## src/sv/batch_position_scheduler_assert.svh

```systemverilog
// Assertion helpers for the batch position scheduler.
// Each macro checks a property on the rising clock edge, with reset held off.
`ifndef BATCH_POSITION_SCHEDULER_ASSERT_SVH
`define BATCH_POSITION_SCHEDULER_ASSERT_SVH

// The consequent must hold in the same cycle as the antecedent.
`define BPS_ASSERT_NOW(lbl, ante, cons) \
  lbl: assert property (@(posedge clk_i) disable iff (!rst_ni) (ante) |-> (cons)) \
    else $error("batch_position_scheduler: same-cycle check failed");

// The consequent must hold in the cycle after the antecedent.
`define BPS_ASSERT_NEXT(lbl, ante, cons) \
  lbl: assert property (@(posedge clk_i) disable iff (!rst_ni) (ante) |=> (cons)) \
    else $error("batch_position_scheduler: next-cycle check failed");

`endif

```

## src/sv/bps_pkg.sv

```systemverilog
`default_nettype none

package bps_pkg;

  // Request codes carried by the action field.
  typedef enum logic [2:0] {
    ACT_ISSUE     = 3'd0,
    ACT_TAKE      = 3'd1,
    ACT_FINISH    = 3'd2,
    ACT_SET_SYNC  = 3'd3,
    ACT_GET_SYNC  = 3'd4,
    ACT_WAIT_FIN  = 3'd5,
    ACT_WAIT_SYNC = 3'd6,
    ACT_STOP      = 3'd7
  } action_e;

  // Answer codes carried by the status field.
  typedef enum logic [1:0] {
    STAT_GRANTED = 2'd0,
    STAT_WAIT    = 2'd1,
    STAT_STOPPED = 2'd2
  } status_e;

  // Configuration register indexes.
  typedef enum logic [1:0] {
    REG_LIST_LENGTH   = 2'd0,
    REG_SLOT_LENGTH   = 2'd1,
    REG_BATCH_LENGTH  = 2'd2,
    REG_MAX_IN_FLIGHT = 2'd3
  } reg_idx_e;

  // Configuration reset values.
  localparam logic [15:0] LIST_LENGTH_RST   = 16'd1024;
  localparam logic [15:0] SLOT_LENGTH_RST   = 16'd64;
  localparam logic [15:0] BATCH_LENGTH_RST  = 16'd8;
  localparam logic [15:0] MAX_IN_FLIGHT_RST = 16'd4;

  // Status of the serial remainder unit.
  typedef struct packed {
    logic busy;
    logic done;
  } bps_div_stat_t;

endpackage

`default_nettype wire

```

## src/sv/bps_div.sv

```systemverilog
`default_nettype none

// Restoring remainder unit: one dividend bit per cycle.
module bps_div import bps_pkg::*; #(
  parameter int unsigned WIDTH = 16
) (
  input  wire logic             clk_i,
  input  wire logic             rst_ni,
  input  wire logic             start_i,
  input  wire logic [WIDTH-1:0] dividend_i,
  input  wire logic [15:0]      divisor_i,
  output bps_div_stat_t         stat_o,
  output logic [15:0]           rem_o
);

  localparam int unsigned CW = $clog2(WIDTH + 1);

  logic [CW-1:0]    cnt_q;
  logic             busy_q;
  logic             done_q;
  logic [WIDTH-1:0] num_q;
  logic [15:0]      rem_q;
  logic [15:0]      den_q;

  logic [16:0] trial;
  logic [16:0] diff;
  logic        fits;

  // Bring down the next dividend bit and try to subtract the divisor.
  assign trial = {rem_q, num_q[WIDTH-1]};
  assign diff  = trial - {1'b0, den_q};
  assign fits  = (trial >= {1'b0, den_q});

  // Sequencing of the iteration count.
  always_ff @(posedge clk_i or negedge rst_ni) begin
    if (!rst_ni) begin
      cnt_q  <= '0;
      busy_q <= 1'b0;
      done_q <= 1'b0;
    end else begin
      done_q <= 1'b0;
      if (start_i) begin
        cnt_q  <= CW'(WIDTH);
        busy_q <= 1'b1;
      end else if (busy_q) begin
        cnt_q <= cnt_q - CW'(1);
        if (cnt_q == CW'(1)) begin
          busy_q <= 1'b0;
          done_q <= 1'b1;
        end
      end
    end
  end

  // Partial remainder and shifting dividend.
  always_ff @(posedge clk_i) begin
    if (start_i) begin
      num_q <= dividend_i;
      rem_q <= '0;
      den_q <= divisor_i;
    end else if (busy_q) begin
      num_q <= num_q << 1;
      rem_q <= fits ? diff[15:0] : trial[15:0];
    end
  end

  assign stat_o.busy = busy_q;
  assign stat_o.done = done_q;
  assign rem_o       = rem_q;

endmodule

`default_nettype wire

```

## src/sv/batch_position_scheduler.sv

```systemverilog
// Batch position scheduler: tracks the issued, taken, finished and synced
// positions of a recycled work list, plus a running flag.
// Requests enter on the in channel (valid/ready): action, amount and target.
// One result word leaves on the out channel (valid/ready) per request, with
// a status (granted, wait, stopped), a slot base and a task position.
// The block takes one request at a time; in_ready_o is low while it works.
// Requests that need no slot base go through ST_EXEC and ST_DONE only.
// A take runs one serial remainder pass over the slot length; a get sync
// runs two passes, one for the synced position and one for the picked
// position. The remainder unit works one dividend bit per cycle.
// A finished result sits in an output register; while the receiver stalls
// the next request is still accepted and worked on, and it waits at the end
// until the register is free. Reset sets all positions to -1, sets running,
// and loads the register defaults. Registers are on an APB-style port.
`default_nettype none

module batch_position_scheduler import bps_pkg::*; #(
  parameter int unsigned POSITION_WIDTH = 16
) (
  input  wire logic               clk_i,
  input  wire logic               rst_ni,
  // Request channel
  input  wire logic               in_valid_i,
  output logic                    in_ready_o,
  input  wire logic [2:0]         action_i,
  input  wire logic [15:0]        amount_i,
  input  wire logic signed [16:0] target_position_i,
  // Result channel
  output logic                    out_valid_o,
  input  wire logic               out_ready_i,
  output logic [1:0]              status_o,
  output logic [15:0]             slot_base_o,
  output logic [15:0]             task_position_o,
  // Configuration port
  input  wire logic               psel,
  input  wire logic               penable,
  input  wire logic               pwrite,
  input  wire logic [3:0]         paddr,
  input  wire logic [31:0]        pwdata,
  output logic [31:0]             prdata,
  output logic                    pready
);

  localparam int unsigned PW = POSITION_WIDTH;
  localparam int unsigned AW = PW + 19;

  typedef logic signed [AW-1:0] wide_t;
  typedef logic signed [PW:0]   pos_t;

  localparam wide_t MINUS_ONE_W = '1;
  localparam wide_t POS_MAX_W   = wide_t'({PW{1'b1}});

  typedef enum logic [5:0] {
    ST_IDLE = 6'b000001,
    ST_EXEC = 6'b000010,
    ST_DIV1 = 6'b000100,
    ST_PICK = 6'b001000,
    ST_DIV2 = 6'b010000,
    ST_DONE = 6'b100000
  } state_e;

  // Clamp a position to the range from -1 to the largest position.
  function automatic wide_t sat_pos(input wide_t v);
    wide_t r;
    r = v;
    if (v < MINUS_ONE_W) r = MINUS_ONE_W;
    if (v > POS_MAX_W) r = POS_MAX_W;
    return r;
  endfunction

  // Configuration registers.
  logic [15:0] list_q, slot_q, batch_q, mif_q;
  logic        cfg_wr;

  assign pready = 1'b1;
  assign cfg_wr = psel && penable && pwrite;

  always_ff @(posedge clk_i or negedge rst_ni) begin
    if (!rst_ni) begin
      list_q  <= LIST_LENGTH_RST;
      slot_q  <= SLOT_LENGTH_RST;
      batch_q <= BATCH_LENGTH_RST;
      mif_q   <= MAX_IN_FLIGHT_RST;
    end else if (cfg_wr) begin
      unique case (reg_idx_e'(paddr[3:2]))
        REG_LIST_LENGTH:   list_q  <= pwdata[15:0];
        REG_SLOT_LENGTH:   slot_q  <= pwdata[15:0];
        REG_BATCH_LENGTH:  batch_q <= pwdata[15:0];
        REG_MAX_IN_FLIGHT: mif_q   <= pwdata[15:0];
        default:           list_q  <= list_q;
      endcase
    end
  end

  // Register read back.
  always_comb begin
    unique case (reg_idx_e'(paddr[3:2]))
      REG_LIST_LENGTH:   prdata = {16'd0, list_q};
      REG_SLOT_LENGTH:   prdata = {16'd0, slot_q};
      REG_BATCH_LENGTH:  prdata = {16'd0, batch_q};
      REG_MAX_IN_FLIGHT: prdata = {16'd0, mif_q};
      default:           prdata = '0;
    endcase
  end

  // Sequencer and position state.
  state_e          state_q, state_d;
  action_e         action_q, action_d;
  logic [15:0]     amount_q, amount_d;
  logic signed [16:0] target_q, target_d;
  pos_t            issued_q, issued_d;
  pos_t            taken_q, taken_d;
  pos_t            finished_q, finished_d;
  pos_t            synced_q, synced_d;
  logic            running_q, running_d;
  logic [PW-1:0]   p_q, p_d;
  wide_t           ceil_q, ceil_d;
  status_e         res_status_q, res_status_d;
  logic [15:0]     res_base_q, res_base_d;
  logic [15:0]     res_task_q, res_task_d;
  logic            out_valid_q, out_valid_d;
  status_e         out_status_q, out_status_d;
  logic [15:0]     out_base_q, out_base_d;
  logic [15:0]     out_task_q, out_task_d;

  // Shared remainder unit.
  logic            div_start;
  logic [PW-1:0]   div_dividend;
  logic [15:0]     slot_eff;
  bps_div_stat_t   div_stat;
  logic [15:0]     div_rem;

  assign slot_eff = (slot_q == 16'd0) ? 16'd1 : slot_q;

  bps_div #(
    .WIDTH (PW)
  ) u_div (
    .clk_i      (clk_i),
    .rst_ni     (rst_ni),
    .start_i    (div_start),
    .dividend_i (div_dividend),
    .divisor_i  (slot_eff),
    .stat_o     (div_stat),
    .rem_o      (div_rem)
  );

  // Widened views of the state for compares and sums.
  wide_t iss_w, tak_w, fin_w, syn_w, amt_w, tgt_sat;
  wide_t sum_iss, new_iss, fin_new, take_next;
  wide_t p_w, rem_w, base_w, slot_w;
  wide_t sync_batch, done_w, pick_w;
  logic  wrap, issue_wait;

  assign iss_w   = wide_t'(issued_q);
  assign tak_w   = wide_t'(taken_q);
  assign fin_w   = wide_t'(finished_q);
  assign syn_w   = wide_t'(synced_q);
  assign amt_w   = wide_t'(amount_q);
  assign tgt_sat = sat_pos(wide_t'(target_q));
  assign slot_w  = wide_t'(slot_eff);

  // Issue checks: recycle at the list end once synced has caught up with
  // issued, in-flight limit for single issues.
  assign sum_iss    = iss_w + amt_w;
  assign wrap       = (sum_iss >= wide_t'(list_q));
  assign issue_wait = (wrap && (syn_w < iss_w)) ||
                      ((amount_q == 16'd1) && (iss_w >= fin_w + wide_t'(mif_q)));
  assign new_iss    = wrap ? sat_pos(MINUS_ONE_W + amt_w) : sat_pos(sum_iss);
  assign fin_new    = sat_pos(fin_w + amt_w);
  assign take_next  = tak_w + wide_t'(1);

  // Slot base of the current dividend once its remainder is known.
  assign p_w    = wide_t'(p_q);
  assign rem_w  = wide_t'(div_rem);
  assign base_w = p_w - rem_w;

  // Sync pick: at most one batch ahead, never past the finished position,
  // and stopping at the end of the slot that holds the synced position.
  assign sync_batch = syn_w + wide_t'(batch_q);
  assign done_w     = (sync_batch < fin_w) ? sync_batch : fin_w;
  always_comb begin
    pick_w = done_w;
    if ((syn_w < ceil_q) && (done_w > ceil_q)) pick_w = ceil_q;
    if (pick_w < 0) pick_w = '0;
  end

  always_comb begin
    state_d      = state_q;
    action_d     = action_q;
    amount_d     = amount_q;
    target_d     = target_q;
    issued_d     = issued_q;
    taken_d      = taken_q;
    finished_d   = finished_q;
    synced_d     = synced_q;
    running_d    = running_q;
    p_d          = p_q;
    ceil_d       = ceil_q;
    res_status_d = res_status_q;
    res_base_d   = res_base_q;
    res_task_d   = res_task_q;
    out_valid_d  = out_valid_q;
    out_status_d = out_status_q;
    out_base_d   = out_base_q;
    out_task_d   = out_task_q;
    div_start    = 1'b0;
    div_dividend = p_q;

    // The receiver took the pending word.
    if (out_ready_i) out_valid_d = 1'b0;

    unique case (state_q)
      ST_IDLE: begin
        if (in_valid_i) begin
          action_d = action_e'(action_i);
          amount_d = amount_i;
          target_d = target_position_i;
          state_d  = ST_EXEC;
        end
      end

      ST_EXEC: begin
        res_status_d = STAT_GRANTED;
        res_base_d   = '0;
        res_task_d   = '0;
        state_d      = ST_DONE;
        unique case (action_q)
          ACT_ISSUE: begin
            if (!running_q) begin
              res_status_d = STAT_STOPPED;
            end else if (issue_wait) begin
              res_status_d = STAT_WAIT;
            end else begin
              if (wrap) begin
                taken_d    = '1;
                finished_d = '1;
                synced_d   = '1;
              end
              issued_d = new_iss[PW:0];
            end
          end
          ACT_TAKE: begin
            if (!running_q) begin
              res_status_d = STAT_STOPPED;
            end else if (tak_w >= iss_w) begin
              res_status_d = STAT_WAIT;
            end else begin
              taken_d      = take_next[PW:0];
              p_d          = take_next[PW-1:0];
              div_start    = 1'b1;
              div_dividend = take_next[PW-1:0];
              state_d      = ST_DIV1;
            end
          end
          ACT_FINISH: begin
            finished_d = fin_new[PW:0];
          end
          ACT_SET_SYNC: begin
            synced_d = tgt_sat[PW:0];
          end
          ACT_GET_SYNC: begin
            if (!running_q) begin
              res_status_d = STAT_STOPPED;
            end else if (syn_w >= fin_w) begin
              res_status_d = STAT_WAIT;
            end else begin
              // A synced position of -1 lies in the slot starting at 0.
              p_d          = (syn_w < 0) ? '0 : synced_q[PW-1:0];
              div_start    = 1'b1;
              div_dividend = (syn_w < 0) ? '0 : synced_q[PW-1:0];
              state_d      = ST_DIV1;
            end
          end
          ACT_WAIT_FIN: begin
            if (!running_q) res_status_d = STAT_STOPPED;
            else if (fin_w < tgt_sat) res_status_d = STAT_WAIT;
          end
          ACT_WAIT_SYNC: begin
            if (!running_q) res_status_d = STAT_STOPPED;
            else if (syn_w < tgt_sat) res_status_d = STAT_WAIT;
          end
          ACT_STOP: begin
            running_d = 1'b0;
          end
          default: begin
            running_d = 1'b0;
          end
        endcase
      end

      ST_DIV1: begin
        if (div_stat.done) begin
          if (action_q == ACT_GET_SYNC) begin
            // Last task of the slot holding the synced position.
            ceil_d  = base_w + slot_w - wide_t'(1);
            state_d = ST_PICK;
          end else begin
            res_base_d = base_w[15:0];
            res_task_d = p_w[15:0];
            state_d    = ST_DONE;
          end
        end
      end

      ST_PICK: begin
        p_d          = pick_w[PW-1:0];
        div_start    = 1'b1;
        div_dividend = pick_w[PW-1:0];
        state_d      = ST_DIV2;
      end

      ST_DIV2: begin
        if (div_stat.done) begin
          res_base_d = base_w[15:0];
          res_task_d = p_w[15:0];
          state_d    = ST_DONE;
        end
      end

      ST_DONE: begin
        if (!out_valid_q || out_ready_i) begin
          out_valid_d  = 1'b1;
          out_status_d = res_status_q;
          out_base_d   = res_base_q;
          out_task_d   = res_task_q;
          state_d      = ST_IDLE;
        end
      end

      default: begin
        state_d = ST_IDLE;
      end
    endcase
  end

  // Control and position state.
  always_ff @(posedge clk_i or negedge rst_ni) begin
    if (!rst_ni) begin
      state_q     <= ST_IDLE;
      issued_q    <= '1;
      taken_q     <= '1;
      finished_q  <= '1;
      synced_q    <= '1;
      running_q   <= 1'b1;
      out_valid_q <= 1'b0;
    end else begin
      state_q     <= state_d;
      issued_q    <= issued_d;
      taken_q     <= taken_d;
      finished_q  <= finished_d;
      synced_q    <= synced_d;
      running_q   <= running_d;
      out_valid_q <= out_valid_d;
    end
  end

  // Request, working and result words.
  always_ff @(posedge clk_i) begin
    action_q     <= action_d;
    amount_q     <= amount_d;
    target_q     <= target_d;
    p_q          <= p_d;
    ceil_q       <= ceil_d;
    res_status_q <= res_status_d;
    res_base_q   <= res_base_d;
    res_task_q   <= res_task_d;
    out_status_q <= out_status_d;
    out_base_q   <= out_base_d;
    out_task_q   <= out_task_d;
  end

  assign in_ready_o      = (state_q == ST_IDLE);
  assign out_valid_o     = out_valid_q;
  assign status_o        = out_status_q;
  assign slot_base_o     = out_base_q;
  assign task_position_o = out_task_q;

  // A refused request carries zero in both position fields.
  logic out_refused;
  logic out_fields_zero;

  assign out_refused     = out_valid_o && (out_status_q != STAT_GRANTED);
  assign out_fields_zero = (slot_base_o == 16'd0) && (task_position_o == 16'd0);

  // Checks on the sequencer and the position state.
`include "batch_position_scheduler_assert.svh"

  `BPS_ASSERT_NEXT(a_busy_after_accept, in_valid_i && in_ready_o, !in_ready_o)
  `BPS_ASSERT_NOW(a_zero_unless_granted, out_refused, out_fields_zero)
  `BPS_ASSERT_NOW(a_taken_not_past_issued, 1'b1, taken_q <= issued_q)
  `BPS_ASSERT_NOW(a_divider_quiet_in_idle, state_q == ST_IDLE, !div_stat.busy)

endmodule

`default_nettype wire
```

## config.mk

```make
export PLATFORM = sky130hd
export DESIGN_NAME = batch_position_scheduler
export DESIGN_NICKNAME = d
export VERILOG_FILES = /design/src/sv/bps_pkg.sv /design/src/sv/bps_div.sv /design/src/sv/batch_position_scheduler.sv
export VERILOG_INCLUDE_DIRS = /design/src /design/src/sv
export SDC_FILE = /design/constraint.sdc
export NUM_CORES = 1
export LEC_CHECK = 0
export CORE_MARGIN = 8
export CORE_UTILIZATION = 40
export DETAILED_ROUTE_END_ITERATION = 8
export DONT_BUFFER_PORTS = 1
export RECOVER_POWER = 25
export SETUP_SLACK_MARGIN = 0.02
export SYNTH_ARGS = -nofsm -noshare
export SYNTH_HDL_FRONTEND = slang
export SYNTH_HIERARCHICAL = 1
export SYNTH_SLANG_ARGS = --single-unit
export TNS_END_PERCENT = 5
```

## constraint.sdc

```tcl
create_clock -name clk_i -period 6.2 [get_ports clk_i]
set_input_delay 1.24 -clock clk_i [delete_from_list [all_inputs] [get_ports clk_i]]
set_output_delay 1.24 -clock clk_i [all_outputs]
set_load 0.05 [all_outputs]
```

==> key figures <==
Run status
  – Status: complete, but fails checks
  – Failing checks: negative setup slack

Clocking
  – Clock-pin slew on the worst setup and hold paths: 60 ps
  – Hold Buf Count CTS: 0
  – Cts bufs inserted: 39
  – Skew-Pair Late Insertion Delay: 580 ps
  – CTS H-tree lvls: 2
  – Root buffer selected by CTS: clkbuf_16
  – CTS tree: done
  – Num Clock Sinks: 334
  – Clk buf depth: 3

Placed design
  – GP Congestion: 0.948
  – Placed cell count: 3248
  – Port Buffers: 0
  – Place WS: -688 ps
  – HPWL Detailed: 62.6 mm

Worst setup path
  – Worst Setup End Kind: flip-flop
  – R2R setup slack: -230 ps
  – Crit Path Category: reg2reg
  – Critical Path Start Type: flip-flop
  – Critical Path RT: 6530 ps
  – Critical path's slowest cell: dfrtp_2
  – Largest stage delay, worst path: 460 ps
  – Worst-path fanout max: 8
  – Critical Path AT: 6760 ps

STA
  – Tmin final: 6430 ps
  – Slew at the pin with the worst max-slew slack: 1110 ps
  – Min Hold Slack: 371 ps
  – Count of pins over their slew limit: 0
  – Unrepaired setup endpoints after global routing: yes
  – Worst Clk Skew: 26.4 ps
  – Slew headroom: 25.9%
  – Worst Slack Setup Final: -231 ps
  – # setup viols final: 16
  – Highest clock rate: 155 MHz
  – Fin. Hold Viols: 0
  – Period utilisation layout: 104%

Power
  – Clock power frac: 17.3%
  – Leak pwr: 0.0116 uW
  – Psw: 5900 uW
  – PwrDens: 505 nW/um^2
  – Flop pwr share: 24.5%
  – Sw Share: 42.7%
  – Internal power: 7910 uW
  – Comb pwr share: 58.2%
  – Max IR drop VDD: 333 uV
  – Design Power: 13800 uW

Yosys
  – Post-Syn Area: 24300 sq um
  – Post-Syn Instances: 2441
  – Avg Cell Area, Syn: 9.94 sq um
  – Syn. warnings: 6

Routing
  – Final wirelength: 79.4 mm
  – Drt wl/cell: 23.8 um
  – Number of detailed-route iterations in the first pass: 5
  – Via/cell ratio: 5.84
  – DRT iter0 DRCs: 1519
  – Vias: 19500
  – Post-detailed-route count of antenna-violating nets: 0
  – DR DRC count: 0

Die
  – Effective utilization at floorplan: 40.3%
  – DIE AREA: 68800 sq um
  – Die Y: 262 um
  – Die W: 262 um
  – Top Ports: 148
  – CORE AREA: 60100 sq um
  – Row count: 90

Layout
  – Area grow syn2layout: 12.8%
  – Fill cells: 5680
  – Post-Layout Cell Count: 3331
  – Final Net Count: 2909
  – Layout cells sized above 1: 17.0%

Run
  – Max cap viols: 0

Global routing
  – GR Overflow Total: 0
  – Initial antenna violation count: 2
  – GR Util All Layers: 22.4%
  – Largest net degree at the start of global routing: 148
  – Global-route wire length before repair: 120 mm
  – Vias in the first global route: 19600

Hold path
  – Hold WC Path Type: in2async
## flip-flops by register name, summed over array words and instances (netlist names), 17 cells and up
| signal | cells |
|---|---|
| target_q | 17 |
| issued_q | 17 |
| taken_q | 17 |
| synced_q | 17 |
| finished_q | 17 |
| ceil_q | 19 |
## timing repair
action                                  in CTS  in global routing
buffers inserted                             7                  2
endpoints found under the setup margin      32                 32
pin swaps                                   22                 13
cloned                                       2                  0
endpoints found under the hold margin        0                  0
gates resized for setup                     44                 21
## through the flow
stage	instance area (sq um)	setup TNS (ps)	util, %
after global placement	25700	-13870	42.7
after detailed placement	25700	-16320	42.7
final	27300	-3000	45.5
after global routing	27300	-11150	45.5
after CTS	27200	-6930	45.3
after floorplan	24300	-52.2	-
## worst max-delay path, delay by kind of cell, from the launching register on
family | cells | cell delay (ps)
xor+xnor | 1 | 180
compound gates | 14 | 2860
mux | 2 | 590
simple gates | 6 | 750
buf+inv | 3 | 380
fa+ha+maj | 4 | 1010
flops | 1 | 460
## path summary, 6_finish.rpt
kind / startpoint / cells past startpoint / end
min in group clk_i: res_task_q[8] / 0 / task_position_o[8]
worst min register to register: res_task_q[8] / 0 / task_position_o[8]
worst max-delay path: batch_q[0] / 30 / u_div/num_q[7]
max in group asynchronous: rst_ni / 0 / synced_q[6]
worst max register to register: batch_q[0] / 30 / u_div/num_q[7]
worst min-delay path: rst_ni / 0 / slot_q[3]
## power groups by stage
| stage | Combinational, uW | Clock (uW) | Sequential, uW |
|---|---|---|---|
| 2_1_floorplan | 4580 | 0 | 3140 |
| 3_3_place_gp | 7060 | 0 | 3400 |
| 3_5_place_dp | 7170 | 0 | 3410 |
| 4_1_cts | 7740 | 2440 | 3380 |
| 5_1_grt | 8850 | 2520 | 3400 |
| 6_report | 8040 | 2380 | 3390 |
## layer usage
metal	vias to the layer above	wire, um	track usage [%]	part of all wire [%]
li1	9144	-	-	-
met1	9592	35400	29.2	45
met2	590	37000	37.2	47
met3	143	3780	3.08	4.8
met4	0	3190	8.81	4.0
met5	-	0	0	0
## area by class of cell
cell class	count	area (sq um)	area share [%]
multi-input combinational	1805	14200	51.9
clock buffer	47	1050	3.83
inverter	214	803	2.94
sequential	334	9070	33.2
antenna	1	2.50	0.00915
clock inverter	24	263	0.961
timing repair buffer	124	988	3.61
tap	782	978	3.58
## cell usage in the layout (no fill, tap or decap), types with 20 or more instances in the layout
| cell type | count |
|---|---|
| ha_1 | 300 |
| inv_1 | 211 |
| nor2_1 | 159 |
| edfxtp_1 | 155 |
| nand2_1 | 134 |
| a21oi_1 | 128 |
| buf_4 | 120 |
| o21ai_0 | 111 |
| dfstp_2 | 74 |
| dfrtp_1 | 72 |
| xnor2_1 | 71 |
| a21o_1 | 65 |
| mux2_2 | 62 |
| nand3_1 | 52 |
| nor2b_1 | 41 |
| xor2_1 | 40 |
| clkbuf_16 | 40 |
| nand4_1 | 39 |
| nand2b_1 | 37 |
| o21a_1 | 32 |
| dfxtp_1 | 32 |
| nor3_1 | 31 |
| o31ai_1 | 31 |
| o211ai_1 | 25 |
| o22a_1 | 22 |
| and3_1 | 21 |
| nor4_1 | 20 |
(Power assumes the default switching activity.)
